===== src/design/vrnu_pkg.sv =====
package vrnu_pkg;

  // column size defaults
  localparam int COLUMN_SIDE_DEF   = 16;
  localparam int COLUMN_HEIGHT_DEF = 128;

  // nibble unpacking
  localparam int NIBBLE_BITS = 4;

  // register indexes on the configuration port
  localparam logic [2:0] REG_X_FIRST = 3'd0;
  localparam logic [2:0] REG_X_STOP  = 3'd1;
  localparam logic [2:0] REG_Y_FIRST = 3'd2;
  localparam logic [2:0] REG_Y_STOP  = 3'd3;
  localparam logic [2:0] REG_Z_FIRST = 3'd4;
  localparam logic [2:0] REG_Z_STOP  = 3'd5;

  // field kinds, also the stream sections in order
  localparam logic [1:0] KIND_ID    = 2'd0;
  localparam logic [1:0] KIND_META  = 2'd1;
  localparam logic [1:0] KIND_BLOCK = 2'd2;
  localparam logic [1:0] KIND_SKY   = 2'd3;

  // region bounds
  typedef struct packed {
    logic [3:0] x_first;
    logic [4:0] x_stop;
    logic [6:0] y_first;
    logic [7:0] y_stop;
    logic [3:0] z_first;
    logic [4:0] z_stop;
  } cfg_t;

  localparam cfg_t CFG_RESET = '{
    x_first: 4'd0, x_stop: 5'd16,
    y_first: 7'd0, y_stop: 8'd128,
    z_first: 4'd0, z_stop: 5'd16
  };

  // current walk position, as wide as the largest stop allows
  typedef struct packed {
    logic [1:0] section;
    logic [4:0] x;
    logic [7:0] y;
    logic [4:0] z;
    logic       finished;
  } walk_t;

  // outcome of stepping past the current cell
  typedef struct packed {
    logic ended;     // section ended with this cell
    logic done;      // region complete after this cell
  } adv_t;

endpackage


===== src/design/vrnu_walker.sv =====
module vrnu_walker #(
  parameter int COLUMN_SIDE   = vrnu_pkg::COLUMN_SIDE_DEF,
  parameter int COLUMN_HEIGHT = vrnu_pkg::COLUMN_HEIGHT_DEF
) (
  input  logic            clk,
  input  logic            rst,
  input  vrnu_pkg::cfg_t  cfg,       // bounds in force
  input  vrnu_pkg::cfg_t  cfg_load,  // bounds to restart with
  input  logic            restart,
  input  logic            step,
  output vrnu_pkg::walk_t cur,
  output vrnu_pkg::adv_t  adv
);

  vrnu_pkg::walk_t walk;
  vrnu_pkg::walk_t walk_next;
  vrnu_pkg::walk_t walk_start;

  logic [4:0] xs, xs_load;
  logic [7:0] ys, ys_load;
  logic [4:0] zs, zs_load;
  logic [7:0] y_inc;
  logic [4:0] z_inc;
  logic [4:0] x_inc;

  // clamp stops to the column
  always_comb begin
    xs      = (32'(cfg.x_stop) > COLUMN_SIDE) ? 5'(COLUMN_SIDE) : cfg.x_stop;
    ys      = (32'(cfg.y_stop) > COLUMN_HEIGHT) ? 8'(COLUMN_HEIGHT) : cfg.y_stop;
    zs      = (32'(cfg.z_stop) > COLUMN_SIDE) ? 5'(COLUMN_SIDE) : cfg.z_stop;
    xs_load = (32'(cfg_load.x_stop) > COLUMN_SIDE) ? 5'(COLUMN_SIDE) : cfg_load.x_stop;
    ys_load = (32'(cfg_load.y_stop) > COLUMN_HEIGHT) ? 8'(COLUMN_HEIGHT)
                                                     : cfg_load.y_stop;
    zs_load = (32'(cfg_load.z_stop) > COLUMN_SIDE) ? 5'(COLUMN_SIDE) : cfg_load.z_stop;
  end

  // start of a fresh walk
  always_comb begin
    walk_start.section  = vrnu_pkg::KIND_ID;
    walk_start.x        = {1'b0, cfg_load.x_first};
    walk_start.y        = {1'b0, cfg_load.y_first};
    walk_start.z        = {1'b0, cfg_load.z_first};
    walk_start.finished = (xs_load <= {1'b0, cfg_load.x_first}) ||
                          (ys_load <= {1'b0, cfg_load.y_first}) ||
                          (zs_load <= {1'b0, cfg_load.z_first});
  end

  // step to the next cell, y innermost then z then x
  always_comb begin
    walk_next = walk;
    adv.ended = 1'b0;
    y_inc     = walk.y + 8'd1;
    z_inc     = walk.z + 5'd1;
    x_inc     = walk.x + 5'd1;
    if (y_inc < ys) begin
      walk_next.y = y_inc;
    end else begin
      walk_next.y = {1'b0, cfg.y_first};
      if (z_inc < zs) begin
        walk_next.z = z_inc;
      end else begin
        walk_next.z = {1'b0, cfg.z_first};
        if (x_inc < xs) begin
          walk_next.x = x_inc;
        end else begin
          walk_next.x = {1'b0, cfg.x_first};
          adv.ended   = 1'b1;
          if (walk.section == vrnu_pkg::KIND_SKY) begin
            walk_next.finished = 1'b1;
          end else begin
            walk_next.section = walk.section + 2'd1;
          end
        end
      end
    end
    adv.done = walk_next.finished;
  end

  // walk state
  always_ff @(posedge clk) begin
    if (rst || restart) begin
      walk <= walk_start;
    end else if (step) begin
      walk <= walk_next;
    end
  end

  assign cur = walk;

endmodule


===== src/design/voxel_region_nibble_unpacker.sv =====
// Voxel region nibble unpacker
// Input stream s_*: one byte of the decompressed region stream per request,
// first an id byte for every cell, then metadata, block light and sky light
// packed two nibbles per byte, low nibble first. Cells are walked with x
// outermost, then z, then y.
// Output stream m_*: one cell write per request, the field kind in m_tuser
// and tlast on the final write of the region. Bytes after the region is
// complete are taken and dropped.
// Path: a byte is registered in the input register, and each write made from
// it is registered in the output register before it appears on m_*.
// Throughput: one write per cycle unless m_tready stalls, set by the single
// output register; an id byte gives one write, a nibble byte up to two.
// Config: cfg_we/cfg_index/cfg_data write a bound and restart the walk; only
// write while the block is idle.
// Reset clears both stages, loads the full column as region and restarts.
// When m_tready is low the write waits in the output register, the held byte
// waits behind it and s_tready drops.
module voxel_region_nibble_unpacker #(
  parameter int COLUMN_SIDE   = vrnu_pkg::COLUMN_SIDE_DEF,
  parameter int COLUMN_HEIGHT = vrnu_pkg::COLUMN_HEIGHT_DEF
) (
  input  logic        clk,
  input  logic        rst,
  // configuration
  input  logic        cfg_we,
  input  logic [2:0]  cfg_index,
  input  logic [7:0]  cfg_data,
  // byte stream in
  input  logic        s_tvalid,
  output logic        s_tready,
  input  logic [7:0]  s_tdata,   // stream_byte[7:0]
  // cell writes out
  output logic        m_tvalid,
  input  logic        m_tready,
  output logic [23:0] m_tdata,   // cell_x[3:0], cell_y[10:4], cell_z[14:11],
                                 // field_value[22:15], zero[23]
  output logic [1:0]  m_tuser,   // field_kind[1:0]
  output logic        m_tlast    // region_done
);

  vrnu_pkg::cfg_t  cfg;
  vrnu_pkg::cfg_t  cfg_next;
  vrnu_pkg::walk_t cur;
  vrnu_pkg::adv_t  adv;
  logic            restart;

  logic       hold_valid;
  logic [7:0] hold_byte;
  logic       hold_phase;

  logic       out_valid;
  logic [1:0] out_kind;
  logic [3:0] out_x;
  logic [6:0] out_y;
  logic [3:0] out_z;
  logic [7:0] out_value;
  logic       out_last;

  logic       out_free;
  logic       emit;
  logic       release_byte;
  logic [7:0] value;

  // register write decode
  always_comb begin
    cfg_next = cfg;
    restart  = 1'b0;
    if (rst) begin
      cfg_next = vrnu_pkg::CFG_RESET;
    end else if (cfg_we) begin
      restart = 1'b1;
      case (cfg_index)
        vrnu_pkg::REG_X_FIRST: cfg_next.x_first = cfg_data[3:0];
        vrnu_pkg::REG_X_STOP:  cfg_next.x_stop  = cfg_data[4:0];
        vrnu_pkg::REG_Y_FIRST: cfg_next.y_first = cfg_data[6:0];
        vrnu_pkg::REG_Y_STOP:  cfg_next.y_stop  = cfg_data;
        vrnu_pkg::REG_Z_FIRST: cfg_next.z_first = cfg_data[3:0];
        vrnu_pkg::REG_Z_STOP:  cfg_next.z_stop  = cfg_data[4:0];
        default:               restart = 1'b0;
      endcase
    end
  end

  always_ff @(posedge clk) begin
    cfg <= cfg_next;
  end

  vrnu_walker #(
    .COLUMN_SIDE   (COLUMN_SIDE),
    .COLUMN_HEIGHT (COLUMN_HEIGHT)
  ) u_walker (
    .clk      (clk),
    .rst      (rst),
    .cfg      (cfg),
    .cfg_load (cfg_next),
    .restart  (restart),
    .step     (emit),
    .cur      (cur),
    .adv      (adv)
  );

  // write selection from the held byte
  always_comb begin
    out_free     = !out_valid || m_tready;
    emit         = hold_valid && !cur.finished && out_free;
    release_byte = 1'b0;
    if (hold_valid) begin
      if (cur.finished) begin
        release_byte = 1'b1;
      end else if (out_free) begin
        release_byte = (cur.section == vrnu_pkg::KIND_ID) || hold_phase || adv.ended;
      end
    end
    if (cur.section == vrnu_pkg::KIND_ID) begin
      value = hold_byte;
    end else if (hold_phase) begin
      value = {4'd0, hold_byte[7:vrnu_pkg::NIBBLE_BITS]};
    end else begin
      value = {4'd0, hold_byte[vrnu_pkg::NIBBLE_BITS-1:0]};
    end
  end

  assign s_tready = !hold_valid || release_byte;

  // input register
  always_ff @(posedge clk) begin
    if (rst) begin
      hold_valid <= 1'b0;
      hold_phase <= 1'b0;
    end else if (s_tvalid && s_tready) begin
      hold_valid <= 1'b1;
      hold_phase <= 1'b0;
    end else if (release_byte) begin
      hold_valid <= 1'b0;
      hold_phase <= 1'b0;
    end else if (emit) begin
      hold_phase <= 1'b1;
    end
  end

  always_ff @(posedge clk) begin
    if (s_tvalid && s_tready) begin
      hold_byte <= s_tdata;
    end
  end

  // output register
  always_ff @(posedge clk) begin
    if (rst) begin
      out_valid <= 1'b0;
    end else if (emit) begin
      out_valid <= 1'b1;
    end else if (m_tready) begin
      out_valid <= 1'b0;
    end
  end

  always_ff @(posedge clk) begin
    if (emit) begin
      out_kind  <= cur.section;
      out_x     <= cur.x[3:0];
      out_y     <= cur.y[6:0];
      out_z     <= cur.z[3:0];
      out_value <= value;
      out_last  <= adv.done;
    end
  end

  assign m_tvalid = out_valid;
  assign m_tdata  = {1'b0, out_value, out_z, out_y, out_x};
  assign m_tuser  = out_kind;
  assign m_tlast  = out_last;

endmodule

===== config.mk =====
export PLATFORM = sky130hd
export DESIGN_NAME = voxel_region_nibble_unpacker
export DESIGN_NICKNAME = d
export VERILOG_FILES = /design/src/design/vrnu_pkg.sv /design/src/design/vrnu_walker.sv /design/src/design/voxel_region_nibble_unpacker.sv
export SDC_FILE = /design/constraint.sdc
export NUM_CORES = 1
export LEC_CHECK = 0
export BUFFER_PORTS_ARGS = -buffer_cell sky130_fd_sc_hd__buf_2
export CAP_MARGIN = 15
export CORE_ASPECT_RATIO = 1.75
export CORE_MARGIN = 8
export CORE_UTILIZATION = 45
export CTS_CLUSTER_SIZE = 16
export DETAILED_ROUTE_END_ITERATION = 10
export PLACE_DENSITY = 0.66
export SLEW_MARGIN = 20
export SYNTH_ARGS = -nofsm -noshare
export SYNTH_HDL_FRONTEND = slang
export SYNTH_SLANG_ARGS = --single-unit

===== constraint.sdc =====
create_clock -name clk -period 3.6 [get_ports clk]
set_input_delay 0.9 -clock clk [delete_from_list [all_inputs] [get_ports clk]]
set_output_delay 0.9 -clock clk [all_outputs]
set_load 0.05 [all_outputs]

# Word level (Yosys, flattened, before mapping)
# Cells that the tools add are included.
dict set report classes {
  n_reduce_logical 25
  magnitude_cmp 12
  n_eq_ne 8
  div 0
  n_addsub 4
  bitwise_logic 4
  shifts 0
  n_mux 40
  n_mul 0
}
# operator count
set ops {}
lappend ops {{$mux 33} 2}
lappend ops {{$mux 5} 8}
lappend ops {{$mux 8} 5}
lappend ops {{$mux 18} 2}
lappend ops {{$gt 5x5->1 const B} 4}
lappend ops {{$mux 4} 5}
lappend ops {{$gt 8x8->1 const B} 2}
lappend ops {{$mux 1} 16}
lappend ops {{$add 5x1->5 const B} 2}
lappend ops {{$le 5x4->1} 2}
lappend ops {{$lt 5x5->1} 2}
lappend ops {{$add 8x1->8 const B} 1}
lappend ops {{$le 8x7->1} 1}
lappend ops {{$lt 8x8->1} 1}
lappend ops {{$logic_or 1x1->1} 7}
lappend ops {{$mux 7} 1}
lappend ops {{$eq 3x2->1 const B} 2}
lappend ops {{$eq 3x3->1 const B} 2}
lappend ops {{$mux 6} 1}
lappend ops {{$reduce_and 3->1} 2}
lappend ops {{$reduce_bool 2->1} 3}
lappend ops {{$reduce_or 6->1} 1}
lappend ops {{$reduce_and 5->1} 1}
lappend ops {{$ne 2x2->1 const B} 2}
lappend ops {{other kinds (10)} 18}
dict set report totals {
  output_inout_bits 29
  ram_bits 0
  n_memories 0
  register_bits 91
  wordCells 117
  rom_bits 0
  latch_bits 0
}

# Depth between registers and ports, before layout
# Gate-level depths: netlist of run 1.
dict set report depth {
  ltp_word 13
  ltp_mapped 13
  depth_no_buf 13
}

# Modules after synthesis
# A second synthesis of run 1 with hierarchy kept.
dict set report hier_totals {
  hier_cells 439
  hier_area_um2 4745.8
}
# mod area_per_inst_um2 instances cells_each seq_area_each_um2
set modules_own_cells {}
lappend modules_own_cells {voxel_region_nibble_unpacker 2544.9 1 193 1741.7}
lappend modules_own_cells {vrnu_walker 2200.9 1 246 580.6}

# Worst setup path after synthesis of run 1
# Ideal clock, no wire load.
dict set report synth_timing {
  path_type {register to output}
  startpoint {register u_walker.walk, in the netlist u_walker.cur[6]}
  endpoint {output s_tready}
  path_stages_with_launch 11
  t_arrival_ns 2.418
  slack_ns 0.282
  path_cell_list {edfxtp_1 -> ha_1 -> nand3_1 -> nor2_1 -> xor2_1 -> ha_1 -> a21oi_1 -> a21boi_1 -> a311o_1 -> a311oi_2 -> o21ai_2}
}
dict set report synth_via {
  elab_chain_len 8
}
# item line_no
set synth_lines {}
lappend synth_lines {{start: declaration} vrnu_walker.sv:15} ;# vrnu_pkg::walk_t walk;
lappend synth_lines {{start signal: assignment} vrnu_walker.sv:82} ;# walk <= walk_start;
lappend synth_lines {{start signal: assignment} vrnu_walker.sv:84} ;# walk <= walk_next;
lappend synth_lines {{$add 8x1->8} vrnu_walker.sv:52} ;# y_inc = walk.y + 8'd1;
lappend synth_lines {{$lt 8x8->1} vrnu_walker.sv:55} ;# if (y_inc < ys) begin
lappend synth_lines {{$mux 1} vrnu_walker.sv:55}
lappend synth_lines {{$logic_or 1x1->1} voxel_region_nibble_unpacker.sv:111} ;# release_byte = (cur.section == vrnu_pkg::KIND_ID) || hold_phase || adv.ended;
lappend synth_lines {{$mux 1} voxel_region_nibble_unpacker.sv:110} ;# end else if (out_free) begin
lappend synth_lines {{$mux 1} voxel_region_nibble_unpacker.sv:108} ;# if (cur.finished) begin
lappend synth_lines {{$mux 1} voxel_region_nibble_unpacker.sv:107} ;# if (hold_valid) begin
lappend synth_lines {{$logic_or 1x1->1} voxel_region_nibble_unpacker.sv:123} ;# assign s_tready = !hold_valid || release_byte;
lappend synth_lines {{end: declaration} voxel_region_nibble_unpacker.sv:30} ;# output logic s_tready,
# No other way between the ends.

# Worst setup path in the final report of run 1
dict set report layout_timing {
  startpoint {register u_walker.walk, in the netlist u_walker.cur[7]}
  endpoint {output s_tready}
}
# The elaborated chain is that of the path after synthesis.

==> reports/metrics.csv, run 1 <==
metric,value,unit
postSynthAreaPerCell,10.4,um^2
vdd_drop_max,315,uV
power_density,438,nW/um^2
rsz0062_at_grt,true,
final_common_cell,nand2_1,
relSlewSlack,52.6,%
power.total,0.00244,W
synth_compound_area_share,10.1,%
ys_types,54,
critPathSlowestCell,edfxtp_1,
yosys_register_bits,91,
syn_to_final_growth,19.6,%
drt_iter0_drc,204,
drt_first_pass_iters,4,
worst_pin_slew,709,ps
synth_top_family_by_area,simple AND/OR/NAND/NOR gates,
dieArea,14000,um^2
r2r_start,u_walker.cur[7]$_DFFE_PP_,
hold_viol,0,
cp-end-kind,primary output,
fin_hold_ws,475,ps
clock.fmax,0.274,GHz
finalCriticalPeriod,3650,ps
final-setup-viol-count,1,
synth_xor_area_share,2.25,%
final_cells,651,
synth_fa_ha_area_share,9.39,%
grt_pass1_vias,3681,
gp_congestion,0.898,
ant_nets,0,
skew,11.6,ps
wire_per_inst,16.9,um
cp_slowest_stage_delay,400,ps
syn_inst,448,
violations,negative setup slack,
maxCapViolCount,0,
cts_tree,yes,
grt_max_degree,20,
drive_gt1_share,23.5,%
grt_usage,16.5,%
cts_hold_buf,0,
core_area,10200,um^2
startpoint_type,flop,
clock_latency,340,ps
vias_per_cell,5.34,
hpwl,8550,um
hold_path_depth,0,
p_leak,2.28,nW
min_period_over_period,101,%
worstHoldStart,u_walker.cur[20]$_SDFFE_PP0P_,
r2r_end,hold_byte[3]$_DFFE_PP_,
setup_ws,-48.1,ps
crit_type,reg -> out,
clockBufferDepth,2,
worstPathMaxFanout,3,
grt_pass1_wl,18100,um
worstHoldPathType,reg -> reg,
clkTransAtPathRegs,70,ps
cp_cell_sequence,ha_2 > nand3_2 > nor2_2 > xor2_1 > ha_1 > a21oi_2 > a21boi_1 > a311o_1 > a311oi_2 > o21ai_2 > buf_6,
drc,0,
htree_num_levels,3,
antenna_cells,0,
r2r_cells,11,
layout_common_cells,"nand2_1 (58), edfxtp_1 (50), buf_2 (50)",
synthesis.area,4670,um^2
synth_edf_count,50,
cp.arrival,2750,ps
cts_made_buffers,9,
rrSetupSlack,590,ps
slew_violations,0,
io_pins,53,
ys.flop_type,edfxtp_1,
synth-simple-area-share,16.2,%
grt_antenna_before_repair,0,
die_h,151,um
dp_cells,625,
die_x,93.0,um
start_util,45.8,%
grt_overflow,0,
yosysWarnings,0,
cts_root_buffer,clkbuf_16,
vias,3478,
num_rows,49,
synth_nets,507,
cp.required,2700,ps
holdPathEnd,m_tuser[1]$_DFFE_PP_,
async_flop_share,0,%
nets,578,
status,"finished, violations left",
wl,11000,um
cts_sinks,91,
portBuffers,51,
seq_area_frac_synth,49.8,%
synthMuxAreaShare,8.72,%
==> critical path, delay by kind of cell (launching register included) <==
kind	cells	cell delay [ps]
simple gates	2	210
xor+xnor	1	200
flops	1	400
buf+inv	1	160
compound gates	5	900
fa+ha+maj	2	520
==> cells in the mapped netlist (3+ instances only) <==
cell type	instances	share of area [%]
mux2_2	5	1.2
nand2_1	58	4.7
inv_1	23	1.9
nor2_1	36	2.9
o31ai_1	5	0.80
a21oi_1	25	2.7
o21ai_0	17	1.8
clkbuf_1	8	0.64
xor2_1	5	0.94
a21o_1	6	0.97
buf_2	6	0.64
or2_2	4	0.54
and2_1	5	0.67
nor2b_1	8	1.1
edfxtp_1	50	32
xnor2_1	7	1.3
mux2i_1	35	7.5
nand2b_1	3	0.40
nand3_1	14	1.5
dfxtp_1	41	18
nand4_1	4	0.54
ha_1	35	9.4
nor3_1	10	1.1
==> timing repair <==
action | CTS | global route
gates resized for setup | 10 | 3
endpoints found under the setup margin | 1 | 1
setup buffers | 9 | 1
pin swaps | 13 | 6
==> flip-flops by register name (all words and copies together), names as in the netlist, 2 cells and up <==
signal	count
hold_byte	8
cfg	33
out_z	4
out_value	8
m_tuser	2
u_walker.cur	21
out_x	4
out_y	7
==> per-stage QoR <==
stage                     setup TNS (ps)  area [um^2]  utilization, %  setup slack (ps)
after floorplan                        0         4670               -               282
after global placement                 0         5130            50.4               189
after detailed placement               0         5130            50.4              80.9
after CTS                          -44.5         5560            54.6             -44.5
after global routing                -169         5580            54.8              -169
final                              -48.1         5580            54.8             -48.1
==> layer usage <==
metal / global-route usage, % / vias up / part of all wire (%) / routed length (um)
met4: 7.54 / 0 / 2.5 / 273
met5: 0 / - / 0 / 0
met2: 31.4 / 73 / 55 / 6060
met1: 16.3 / 1652 / 38 / 4230
met3: 3.74 / 17 / 4.2 / 462
li1: - / 1736 / - / -
==> power by group <==
| group | internal, W | switching (W) | total (W) |
|---|---|---|---|
| registers | 0.00115 | 0.0000275 | 0.00117 |
| clock network | 0.000555 | 0.000422 | 0.000977 |
| logic | 0.000105 | 0.000190 | 0.000295 |
| total | 0.00181 | 0.000639 | 0.00244 |
==> kinds of logic after synthesis <==
family	after synthesis
compound gates	73
other cells	1
buf+inv	41
flops	91
xor+xnor	12
simple gates	155
fa+ha+maj	35
mux	40
==> worst max path at each step <==
stage | start | end | depth (start not counted)
after floorplan | u_walker.cur[6]$_DFFE_PP_ | s_tready | 10
after global placement | u_walker.cur[6]$_DFFE_PP_ | s_tready | 11
after detailed placement | u_walker.cur[6]$_DFFE_PP_ | s_tready | 11
after CTS | u_walker.cur[7]$_DFFE_PP_ | s_tready | 11
after global routing | u_walker.cur[7]$_DFFE_PP_ | s_tready | 11
final | u_walker.cur[7]$_DFFE_PP_ | s_tready | 11
==> cell type report <==
type                       instances  area (um^2)
fill                             926         4600
sequential                        91         2320
multi-input combinational        316         2240
timing repair buffer              76          449
clock buffer                       9          225
tap                              127          159
inverter                          25         93.8
clock inverter                     7         90.1
(Power assumes the default switching activity.)
==> run 2, diff against run 1 <==
--- a/config.mk
+++ b/config.mk
@@ -8,7 +8,7 @@
 export BUFFER_PORTS_ARGS = -buffer_cell sky130_fd_sc_hd__buf_2
 export CAP_MARGIN = 15
 export CORE_ASPECT_RATIO = 1.75
-export CORE_MARGIN = 8
+export CORE_MARGIN = 1.5
 export CORE_UTILIZATION = 45
 export CTS_CLUSTER_SIZE = 16
 export DETAILED_ROUTE_END_ITERATION = 10
==> reports/metrics.csv, run 2 (synthesis gave the netlist of run 1 again) <==
metric,value,unit,change
status,"finished, violations left",,
violations,negative setup slack,,
cp.required,2700,ps,about the same
finalInstanceArea,5560,um^2,-0.45%
gp_congestion,0.858,,-4.4%
grt_util_met1,20.6,%,+4.3 points
hold_path_depth,2,,+2
p_leak,2.25,nW,-1.1%
layout_common_cells,"nand2_1 (58), edfxtp_1 (50), buf_2 (50)",,
nets,578,,unchanged
die_x,80.0,um,-14%
fillers,935,,+0.97%
worstPathMaxFanout,4,,+1
cts_root_buffer,clkbuf_16,,
final-setup-viol-count,1,,unchanged
multi_input_area,2250,um^2,+0.50%
grt_antenna_before_repair,0,,unchanged
clock_latency,340,ps,about the same
slew_violations,0,,unchanged
hpwl,8110,um,-5.2%
vdd_drop_max,361,uV,+15%
maxCapViolCount,0,,unchanged
syn_to_final_growth,19.1,%,
clkTransAtPathRegs,70,ps,about the same
worstHoldPathType,reg -> reg,,
grt_overflow,0,,unchanged
io_pins,53,,unchanged
vias,3468,,-0.29%
min_period_over_period,102,%,+0.36 points
dp_cells,626,,+0.16%
cts_made_buffers,9,,unchanged
wl,10500,um,-4.4%
r2r_cells,11,,unchanged
core_area,10200,um^2,unchanged
start_util,45.8,%,unchanged
cp.arrival,2760,ps,about the same
dieArea,11000,um^2,-21%
startpoint_type,flop,,
grt_pass1_vias,3492,,-5.1%
cts_tree,yes,,
drc,0,,unchanged
skew,9.64,ps,-1.95 ps
relSlewSlack,67.1,%,+15 points
finalCriticalPeriod,3660,ps,+12.9 ps
grt_busiest_layer,met2,,
rsz0062_at_grt,true,,
cp-end-kind,primary output,,
cts_sinks,91,,unchanged
htree_num_levels,3,,unchanged
antenna_cells,0,,unchanged
crit_type,reg -> out,,
grt_pass1_wl,16700,um,-7.4%
hold_viol,0,,unchanged
largest-register,cfg,,
final_cells,651,,unchanged
power_density,420,nW/um^2,-4.0%
drt_iter0_drc,94,,-54%
worst_pin_slew,490,ps,-219 ps
portBuffers,51,,unchanged
final_common_cell,nand2_1,,
cp_cell_sequence,and3_4 > nand3_2 > nor2_2 > xor2_1 > ha_1 > a21boi_1 > a311o_1 > a311oi_2 > o21ai_2 > buf_6,,
drt_first_pass_iters,4,,unchanged
setup_ws,-61.0,ps,-12.9 ps
largest_register_ffs,33,,unchanged
ant_nets,0,,unchanged
grt_max_degree,22,,+10%
drive_gt1_share,23.3,%,-0.19 points
wire_per_inst,16.2,um,-4.4%
die_h,138,um,-8.6%
regArea,2320,um^2,unchanged
use_met2,37.8,%,+6.4 points
postPlaceCellArea,5130,um^2,+0.15%
cts_hold_buf,0,,unchanged
met3_usage,2.91,%,-0.83 points
clockBufferDepth,2,,unchanged
vias_per_cell,5.33,,-0.29%
clock.fmax,0.273,GHz,-0.35%
cp_slowest_stage_delay,460,ps,+60 ps
critPathSlowestCell,edfxtp_1,,
grt_usage,20.2,%,+3.7 points
num_rows,49,,unchanged
## run 2: what timing repair did
action	4_1_cts	5_1_grt
resized for setup	9	5
setup endpoints to repair	1	1
buffers inserted	7	2
pin swaps	12	3
## run 2: metrics by stage
| step | TNS, ps | setup WS, ps | utilization (%) | power (W) | hold WS [ps] |
|---|---|---|---|---|---|
| 2_1_floorplan | 0 | 282 | - | 0.00138 | 434 |
| 5_1_grt | -178 | -178 | 54.6 | 0.00243 | 499 |
| 6_report | -61.0 | -61.0 | 54.6 | 0.00234 | 477 |
| 3_3_place_gp | 0 | 178 | 50.5 | 0.00147 | 450 |
| 3_5_place_dp | 0 | 20.1 | 50.5 | 0.00147 | 466 |
| 4_1_cts | -88.6 | -88.6 | 54.1 | 0.00235 | 476 |
## run 2: area by class of cell
class,instances,area share (%)
clock buffer,10,4.12
timing repair buffer,76,8.09
sequential,91,41.8
tap,127,2.86
clock inverter,6,0.901
multi-input combinational,316,40.5
inverter,25,1.69
## run 2: metal layers
metal,vias to the layer above,part of all wire [%],routed length (um)
li1,1731,-,-
met1,1631,38,4020
met2,79,55,5830
met3,27,3.0,315
met4,0,3.5,364
met5,-,0,0
## run 2: path summary, 6_finish.rpt
check	to	from	slack, ps
setup reg to reg	hold_byte[5]$_DFFE_PP_	u_walker.cur[6]$_DFFE_PP_	690
setup / recovery	s_tready	u_walker.cur[10]$_DFFE_PP_	-60
hold reg to reg	u_walker.cur[5]$_SDFFE_PP0P_	u_walker.cur[5]$_SDFFE_PP0P_	480
hold / removal	u_walker.cur[5]$_SDFFE_PP0P_	u_walker.cur[5]$_SDFFE_PP0P_	480
## run 2: critical path: cells and delay by family, from the launching register on
| kind | cells | cell delay [ps] |
|---|---|---|
| flip-flops | 1 | 460 |
| XOR/XNOR | 1 | 220 |
| buffers and inverters | 1 | 160 |
| adder cells (fa/ha/maj) | 1 | 290 |
| AND/OR/NAND/NOR | 3 | 450 |
| AO/OA/AOI/OAI | 4 | 830 |
## run 2: where the power goes
part	internal [W]	total (W)	switching, W
Combinational	0.000103	0.000290	0.000187
Clock	0.000475	0.000872	0.000398
Sequential	0.00115	0.00117	0.0000273
Total	0.00172	0.00234	0.000612
